$ cat src/rtl/cial_pkg.sv
// ----------------------------------------------------------------------------
// cial_pkg: shared types and constants of the complex integer ALU
// Operation codes, result width and the control word that travels with an
// item down the pipeline.
// ----------------------------------------------------------------------------
package cial_pkg;

   localparam int OPERAND_WIDTH_DEF = 16;
   localparam int RES_WIDTH         = 34;
   localparam int OP_WIDTH          = 2;

   localparam logic [OP_WIDTH-1:0] OP_ADD = 2'd0;
   localparam logic [OP_WIDTH-1:0] OP_SUB = 2'd1;
   localparam logic [OP_WIDTH-1:0] OP_MUL = 2'd2;
   localparam logic [OP_WIDTH-1:0] OP_DIV = 2'd3;

   typedef struct packed {
      logic                valid;
      logic [OP_WIDTH-1:0] op;
      logic                div_zero;
      logic                neg_re;
      logic                neg_im;
   } ctl_type;

endpackage

$ cat src/rtl/cial_front.sv
// ----------------------------------------------------------------------------
// cial_front: product and sum stages
// Stage A forms the six operand products, stage B the sums, the add, subtract
// and multiply results, and the sign/magnitude dividends and divisor.
// ----------------------------------------------------------------------------
module cial_front #(
   parameter int W = 16
) (
   input  logic                              clock,
   input  logic                              reset,
   input  logic                              en,
   input  logic                              in_valid,
   input  logic [cial_pkg::OP_WIDTH-1:0]     in_op,
   input  logic signed [W-1:0]               in_a,
   input  logic signed [W-1:0]               in_b,
   input  logic signed [W-1:0]               in_c,
   input  logic signed [W-1:0]               in_d,
   output cial_pkg::ctl_type                 ctl_out,
   output logic [cial_pkg::RES_WIDTH-1:0]    fast_re,
   output logic [cial_pkg::RES_WIDTH-1:0]    fast_im,
   output logic [2*W-1:0]                    num_re,
   output logic [2*W-1:0]                    num_im,
   output logic [2*W-1:0]                    den
);
   import cial_pkg::*;

   localparam int PW  = 2 * W;
   localparam int EXT = (PW + 1 > RES_WIDTH) ? PW + 1 : RES_WIDTH;

   // Stage A registers
   logic                  a_valid_ff;
   logic [OP_WIDTH-1:0]   a_op_ff;
   logic signed [W-1:0]   a_a_ff, a_b_ff, a_c_ff, a_d_ff;
   logic signed [PW-1:0]  ac_ff, bd_ff, ad_ff, bc_ff, cc_ff, dd_ff;

   // Stage B registers
   ctl_type               b_ctl_ff;
   logic [RES_WIDTH-1:0]  b_fre_ff, b_fim_ff;
   logic [PW-1:0]         b_nre_ff, b_nim_ff, b_den_ff;

   // Stage B logic
   logic signed [W:0]     sum_re, sum_im, dif_re, dif_im;
   logic signed [PW:0]    mul_re, mul_im, dvn_re, dvn_im;
   logic [PW:0]           den_full;
   logic signed [EXT-1:0] ext_re, ext_im;
   ctl_type               b_ctl_in;
   logic [PW:0]           mag_re, mag_im;

   // Multiply operands
   always_ff @(posedge clock) begin
      if (reset) begin
         a_valid_ff <= 1'b0;
      end else if (en) begin
         a_valid_ff <= in_valid;
      end
   end

   always_ff @(posedge clock) begin
      if (en) begin
         a_op_ff <= in_op;
         a_a_ff  <= in_a;
         a_b_ff  <= in_b;
         a_c_ff  <= in_c;
         a_d_ff  <= in_d;
         ac_ff   <= PW'(in_a) * PW'(in_c);
         bd_ff   <= PW'(in_b) * PW'(in_d);
         ad_ff   <= PW'(in_a) * PW'(in_d);
         bc_ff   <= PW'(in_b) * PW'(in_c);
         cc_ff   <= PW'(in_c) * PW'(in_c);
         dd_ff   <= PW'(in_d) * PW'(in_d);
      end
   end

   // Form sums and select the non-divide result
   always_comb begin
      sum_re   = (W+1)'(a_a_ff) + (W+1)'(a_c_ff);
      sum_im   = (W+1)'(a_b_ff) + (W+1)'(a_d_ff);
      dif_re   = (W+1)'(a_a_ff) - (W+1)'(a_c_ff);
      dif_im   = (W+1)'(a_b_ff) - (W+1)'(a_d_ff);
      mul_re   = (PW+1)'(ac_ff) - (PW+1)'(bd_ff);
      mul_im   = (PW+1)'(ad_ff) + (PW+1)'(bc_ff);
      dvn_re   = (PW+1)'(ac_ff) + (PW+1)'(bd_ff);
      dvn_im   = (PW+1)'(bc_ff) - (PW+1)'(ad_ff);
      den_full = (PW+1)'($unsigned(cc_ff)) + (PW+1)'($unsigned(dd_ff));
      mag_re   = dvn_re[PW] ? $unsigned(-dvn_re) : $unsigned(dvn_re);
      mag_im   = dvn_im[PW] ? $unsigned(-dvn_im) : $unsigned(dvn_im);

      case (a_op_ff)
         OP_ADD: begin
            ext_re = EXT'(sum_re);
            ext_im = EXT'(sum_im);
         end
         OP_SUB: begin
            ext_re = EXT'(dif_re);
            ext_im = EXT'(dif_im);
         end
         default: begin
            ext_re = EXT'(mul_re);
            ext_im = EXT'(mul_im);
         end
      endcase

      b_ctl_in.valid    = a_valid_ff;
      b_ctl_in.op       = a_op_ff;
      b_ctl_in.div_zero = (a_op_ff == OP_DIV) && (den_full == '0);
      b_ctl_in.neg_re   = dvn_re[PW];
      b_ctl_in.neg_im   = dvn_im[PW];
   end

   // Register sums
   always_ff @(posedge clock) begin
      if (reset) begin
         b_ctl_ff <= '0;
      end else if (en) begin
         b_ctl_ff <= b_ctl_in;
      end
   end

   always_ff @(posedge clock) begin
      if (en) begin
         b_fre_ff <= ext_re[RES_WIDTH-1:0];
         b_fim_ff <= ext_im[RES_WIDTH-1:0];
         b_nre_ff <= mag_re[PW-1:0];
         b_nim_ff <= mag_im[PW-1:0];
         b_den_ff <= den_full[PW-1:0];
      end
   end

   assign ctl_out = b_ctl_ff;
   assign fast_re = b_fre_ff;
   assign fast_im = b_fim_ff;
   assign num_re  = b_nre_ff;
   assign num_im  = b_nim_ff;
   assign den     = b_den_ff;

endmodule

$ cat config.mk
export PLATFORM = sky130hd
export DESIGN_NAME = cial_front
export DESIGN_NICKNAME = d
export VERILOG_FILES = /design/src/rtl/cial_pkg.sv /design/src/rtl/cial_front.sv
export SDC_FILE = /design/constraint.sdc
export NUM_CORES = 2
export LEC_CHECK = 0
export ABC_AREA = 1
export BUFFER_PORTS_ARGS = -buffer_cell sky130_fd_sc_hd__buf_4
export CAP_MARGIN = 30
export CORE_UTILIZATION = 35
export CTS_CLUSTER_DIAMETER = 50
export DETAILED_ROUTE_END_ITERATION = 10
export GPL_ROUTABILITY_DRIVEN = 0
export SLEW_MARGIN = 20
export SYNTH_ARGS = -nofsm -noshare
export SYNTH_HDL_FRONTEND = slang
export SYNTH_SLANG_ARGS = --single-unit
$ cat constraint.sdc
create_clock -name clock -period 16.2 [get_ports clock]
set_input_delay 0 -clock clock [delete_from_list [all_inputs] [get_ports clock]]
set_output_delay 0 -clock clock [all_outputs]
set_load 0.1 [all_outputs]
After elaboration in Yosys (flattened, before gate mapping)
Index checks and enable logic that the tools add are counted.
{"block": "word_totals", "regBits": 429, "latch_bits": 0, "mem_bits_rw": 0, "mem_bits_ro": 0, "in_bits": 70, "output_inout_bits": 170, "wordCells": 48, "n_memories": 0}
{"block": "classes", "addsub": 11, "mul": 6, "n_div": 0, "magnitude_cmp": 0, "eq_ne": 2, "shifts": 0, "n_mux": 4, "n_bitwise": 0, "reduce_logical": 3}
{"op": "$mul 16x16->32", "n": 6}
{"op": "$pmux 34 s2", "n": 2}
{"op": "$add 32x32->33", "n": 3}
{"op": "$sub 32x32->33", "n": 2}
{"op": "$mux 32", "n": 2}
{"op": "$neg 32->32", "n": 2}
{"op": "$add 16x16->17", "n": 2}
{"op": "$sub 16x16->17", "n": 2}
{"op": "$logic_not 33->1", "n": 1}
{"op": "$eq 2x1->1 const B", "n": 1}
{"op": "$eq 2x2->1 const B", "n": 1}
{"op": "$logic_not 2->1", "n": 1}
{"op": "$logic_and 1x1->1", "n": 1}

Logic depth before layout (Yosys ltp)
{"block": "logic_depth", "depth_word": 3, "ltp_mapped": 29, "ltp_nobuf": 27}

Worst setup path before layout
Ideal clock, no wire load.
{"block": "synth_path", "path_kind": "input to register", "start": "input in_d[5]", "end": "register ad_ff[29] (data pin)", "setup_ps": 258, "t_arrival_ps": 5512, "required_ps": 15942, "setup_slack_ps": 10429, "path_stages": 22, "n_path_buf": 3, "path_cell_list": "clkbuf_1 -> clkbuf_1 -> buf_1 -> nand2_1 -> fa_1 -> inv_1 -> fa_1 -> fa_1 -> fa_1 -> fa_1 -> inv_1 -> fa_1 -> inv_1 -> ha_1 -> nand2_1 -> nor4_1 -> nand3_1 -> nand3_1 -> nand3_1 -> nand2_1 -> a31oi_1 -> xnor2_1"}
{"block": "synth_between", "elab_chain_len": 1}
{"element": "start: declaration", "line": "cial_front.sv:17", "rtl": "input logic signed [W-1:0] in_d,"}
{"element": "$mul 16x16->32", "line": "cial_front.sv:67", "rtl": "ad_ff <= PW'(in_a) * PW'(in_d);"}
{"element": "end signal: assignment", "line": "cial_front.sv:67"}
{"element": "end: declaration", "line": "cial_front.sv:34", "rtl": "logic signed [PW-1:0] ac_ff, bd_ff, ad_ff, bc_ff, cc_ff, dd_ff;"}
No other way between the ends.
A chain may end at the register's enable or synchronous reset.

Worst setup path after layout
{"block": "layout_path", "start": "input in_c[2]", "end": "register ac_ff[31] (data pin)"}
{"block": "layout_between", "elab_chain_len": 1}
{"element": "start: declaration", "line": "cial_front.sv:16", "rtl": "input logic signed [W-1:0] in_c,"}
{"element": "$mul 16x16->32", "line": "cial_front.sv:65", "rtl": "ac_ff <= PW'(in_a) * PW'(in_c);"}
{"element": "end signal: assignment", "line": "cial_front.sv:65"}
{"element": "end: declaration", "line": "cial_front.sv:34"}
No other way between the ends.

==> results by group <==
Drt
  – Number of optimization iterations in the first detailed-route pass: 7
  – Wire length after detailed routing: 242,000 µm
  – Via total after detailed routing: about 67,000
  – Via density per instance: around 4.7
  – Routed length per placed instance: about 17 µm
  – DRC violation count after routing: 0
  – Number of DRC markers in iteration 0: between 5,000 and 6,000
  – Antenna viol nets, final: 0

Synthesis
  – Most repeated cell in the gate-level netlist after synthesis: inv_1
  – Top_reg_cell synth: edfxtp_1
  – Post-Synthesis Cell Area: ~87,000 µm²
  – Combinational family with the most area after synthesis: adder cells
  – Ranking of synthesized cells by instance count: inv_1 (2,980), nand2_1 (2,290), fa_1 (1,522)
  – Area fraction in and, or, nand and nor cells after synthesis: 0.156
  – Total nets after synthesis: 13,000
  – Synth area leader: fa_1
  – Sequential element share of the synthesized area: 0.145
  – Share of synthesized cell area in full adder, half adder and majority cells: 0.456
  – Proportion of synthesized area in mux cells: 0
  – Cell types with the largest area share after synthesis: fa_1 (35%), edfxtp_1 (14%), inv_1 (13%), ha_1 (11%), nand2_1 (9.9%)
  – Fraction of synthesis flops using an asynchronous set or reset pin: 0
  – Cell count after synthesis: between 10,000 and 15,000
  – Number of library cell types mapped by synthesis: 61
  – Xor/xnor share of the synthesized area: 0.0344
  – Area share of the leading cell type in the synthesized netlist: 0.349
  – Syn. warnings: 0
  – Post-Syn Area per Cell: roughly 8.2 µm²
  – Number of enable flip-flop cells after synthesis: around 420
  – Flip-flop and latch count after synthesis: ~420
  – Fraction of the mapped netlist area in compound gates: 0.0637

Critical path
  – Setup CP Type: in2reg
  – CP startpoint kind: primary input
  – Critical Path AT: between 6000 and 7000 ps
  – Origin of the critical flop-to-flop path: a_op_ff[1]
  – Crit end category: register
  – Setup crit start: in_c[2]
  – Reg2reg end: ctl_out[2]
  – Capture point of the worst path: ac_ff[31]
  – Endpoint required time on the critical path: 16,600 ps
  – Worst Reg-to-Reg Cells: 13
  – Internal reg-to-reg setup slack: between 10,000 and 15,000 ps
  – Largest fanout on the critical path: 50

Clock tree
  – Root buf cell: clkbuf_16
  – Maximum buffer depth of the clock tree: 3
  – Insertion delay of the later-clocked pin in the worst-skew pair: 690 ps
  – Clock input transition at the sequential cells of the worst setup and hold paths: roughly 50 ps
  – Post-CTS sizing: 0
  – Number of buffers created by CTS: just over 70
  – Post-CTS Setup Bufs: 0
  – # H-tree levels: 3
  – Number of sinks handled by clock tree synthesis: about 420
  – TritonCTS clock tree: built
  – Post-cts hold buffer count: 66

Timing
  – Setup TNS: 0 ps
  – Fmax: ~150 MHz
  – Number of max-slew violations in the final report: 0
  – Period utilisation layout: 0.400
  – Final worst clock skew: roughly 28 ps
  – Slew at the pin with the worst max-slew slack: between 1000 and 1500 ps
  – Unrepaired setup endpoints after global routing: no
  – Endpoints failing setup: 0
  – Final hold violation count: 0
  – Rel. slew slack: 0.321
  – Clock period minus worst slack: 6480 ps

Finish
  – Fill cell count: 25,400
  – Footprint of the multi-input gates: a little over 60,000 µm²
  – Layout area overhead: 8.94%
  – Layout cells sized above 1: 0.0490
  – Nets: approximately 13,000
  – Combined flip-flop and latch cell area: 12,600 µm²

Floorplanning
  – FP Rows: 182
  – Vert. Die Dim: 501 µm
  – I/O pins: 240
  – Starting density of the core: 0.353
  – Core area: around 250,000 µm²
  – Die Area: 251,000 µm²
  – Die boundary width: 501 µm

Global routing
  – Wire length of the first global-routing pass: ~390,000 µm
  – Global-route usage over all layers: 0.197
  – Remaining global-route overflow: 0
  – Number of antenna violations at the first check in global routing: 10
  – Vias in the first global route: between 60,000 and 70,000
  – Largest net degree at the start of global routing: between 70 and 80

Placement
  – Port Buf Inserts: between 200 and 250
  – Half-perimeter wire length of the detailed placement result: roughly 190,000 µm

Outcome
  – Status: completed

Min path
  – Hold Path Class: in2reg

Run
  – Max-cap violation count: 0
[how the worst min path moves through the flow]
stage,cells after the start,end,start
3_3_place_gp,1,a_op_ff[0],in_op[0]
2_1_floorplan,1,a_valid_ff,reset
6_report,2,a_c_ff[4],in_c[4]
4_1_cts,3,ctl_out[5],reset
5_1_grt,2,a_c_ff[13],in_c[13]
3_5_place_dp,1,a_op_ff[1],in_op[1]
[metrics by stage]
stage           util  worst slack (ps)  std cells  hold slack, ps  area, µm²
2_1_floorplan      -             10430      10700            69.1      87200
3_3_place_gp   0.372              9610      13900             181      91900
3_5_place_dp   0.372              9560      13900             185      91900
4_1_cts        0.385              9820      14100            9.28      95000
5_1_grt        0.385              9380      14100            53.6      95000
6_report       0.385              9720      14100            52.2      95000
[metal layers]
| metal | vias up | routed length (µm) | GRT usage |
|---|---|---|---|
| li1 | 31800 | - | - |
| met2 | 1900 | 114000 | 0.328 |
| met1 | 32900 | 108000 | 0.270 |
| met3 | 253 | 15500 | 0.0286 |
| met5 | - | 39 | 0 |
| met4 | 6 | 5260 | 0.0461 |
[cell type report]
type,count,share of cell area
timing repair buffer,333,0.0283
multi-input combinational,6920,0.652
sequential,423,0.133
clock buffer,78,0.0192
clock inverter,49,0.00562
tap,3312,0.0436
inverter,2996,0.118
antenna,5,0.000132
[cells by family after synthesis]
logic type	Yosys count
AOI/OAI and AO/OA	993
buffers and inverters	3331
DFF	423
xor gates and xnor gates	333
adders and majority gates	2264
and+or+nand+nor	3330
[sequential cells by signal, indices dropped and copies added (netlist names), 32 cells and up]
signal / flops
den: 32
fast_re: 33
num_im: 32
bd_ff: 32
ac_ff: 32
num_re: 32
fast_im: 33
bc_ff: 32
ad_ff: 32
[layout by cell type, fill, tap and decap left out, drive strengths merged, types with 5 or more instances in the layout]
| master | n |
|---|---|
| dlygate4sd3 | 66 |
| nor4 | 19 |
| diode | 5 |
| buf | 267 |
| o221ai | 12 |
| nand4 | 80 |
| fa | 1522 |
| or2 | 21 |
| o21bai | 33 |
| xor2 | 212 |
| nand3 | 283 |
| nor3 | 62 |
| a21o | 30 |
| a31o | 5 |
| clkinvlp | 6 |
| dfxtp | 7 |
| edfxtp | 416 |
| clkinv | 16 |
| xnor2 | 121 |
| a21oi | 499 |
| nand3b | 14 |
| nand2 | 2325 |
| o21a | 15 |
| o211ai | 19 |
| o21ai | 292 |
| ha | 742 |
| inv | 3018 |
| bufinv | 5 |
| clkbuf | 78 |
| a211oi | 5 |
| o31ai | 8 |
| a21boi | 27 |
| o2111ai | 9 |
| a31oi | 33 |
| nor2 | 519 |
| and2 | 5 |
[worst max-delay path: stages]
cell,delay [ps]
dlygate4sd3_1,580
buf_4,650
nand2_1,200
inv_1,130
fa_1,560
fa_1,850
fa_1,520
fa_1,500
fa_1,490
inv_1,50
fa_1,470
inv_1,40
ha_1,340
nand2_1,110
nor4_1,290
nand4_1,170
nand3_1,210
a21o_1,190
a21boi_0,140
o21ai_0,210
xor2_1,100
Power is left out: the tool's default activity adds up to more than one toggle a clock period on the data nets, which glitch-free logic cannot reach.
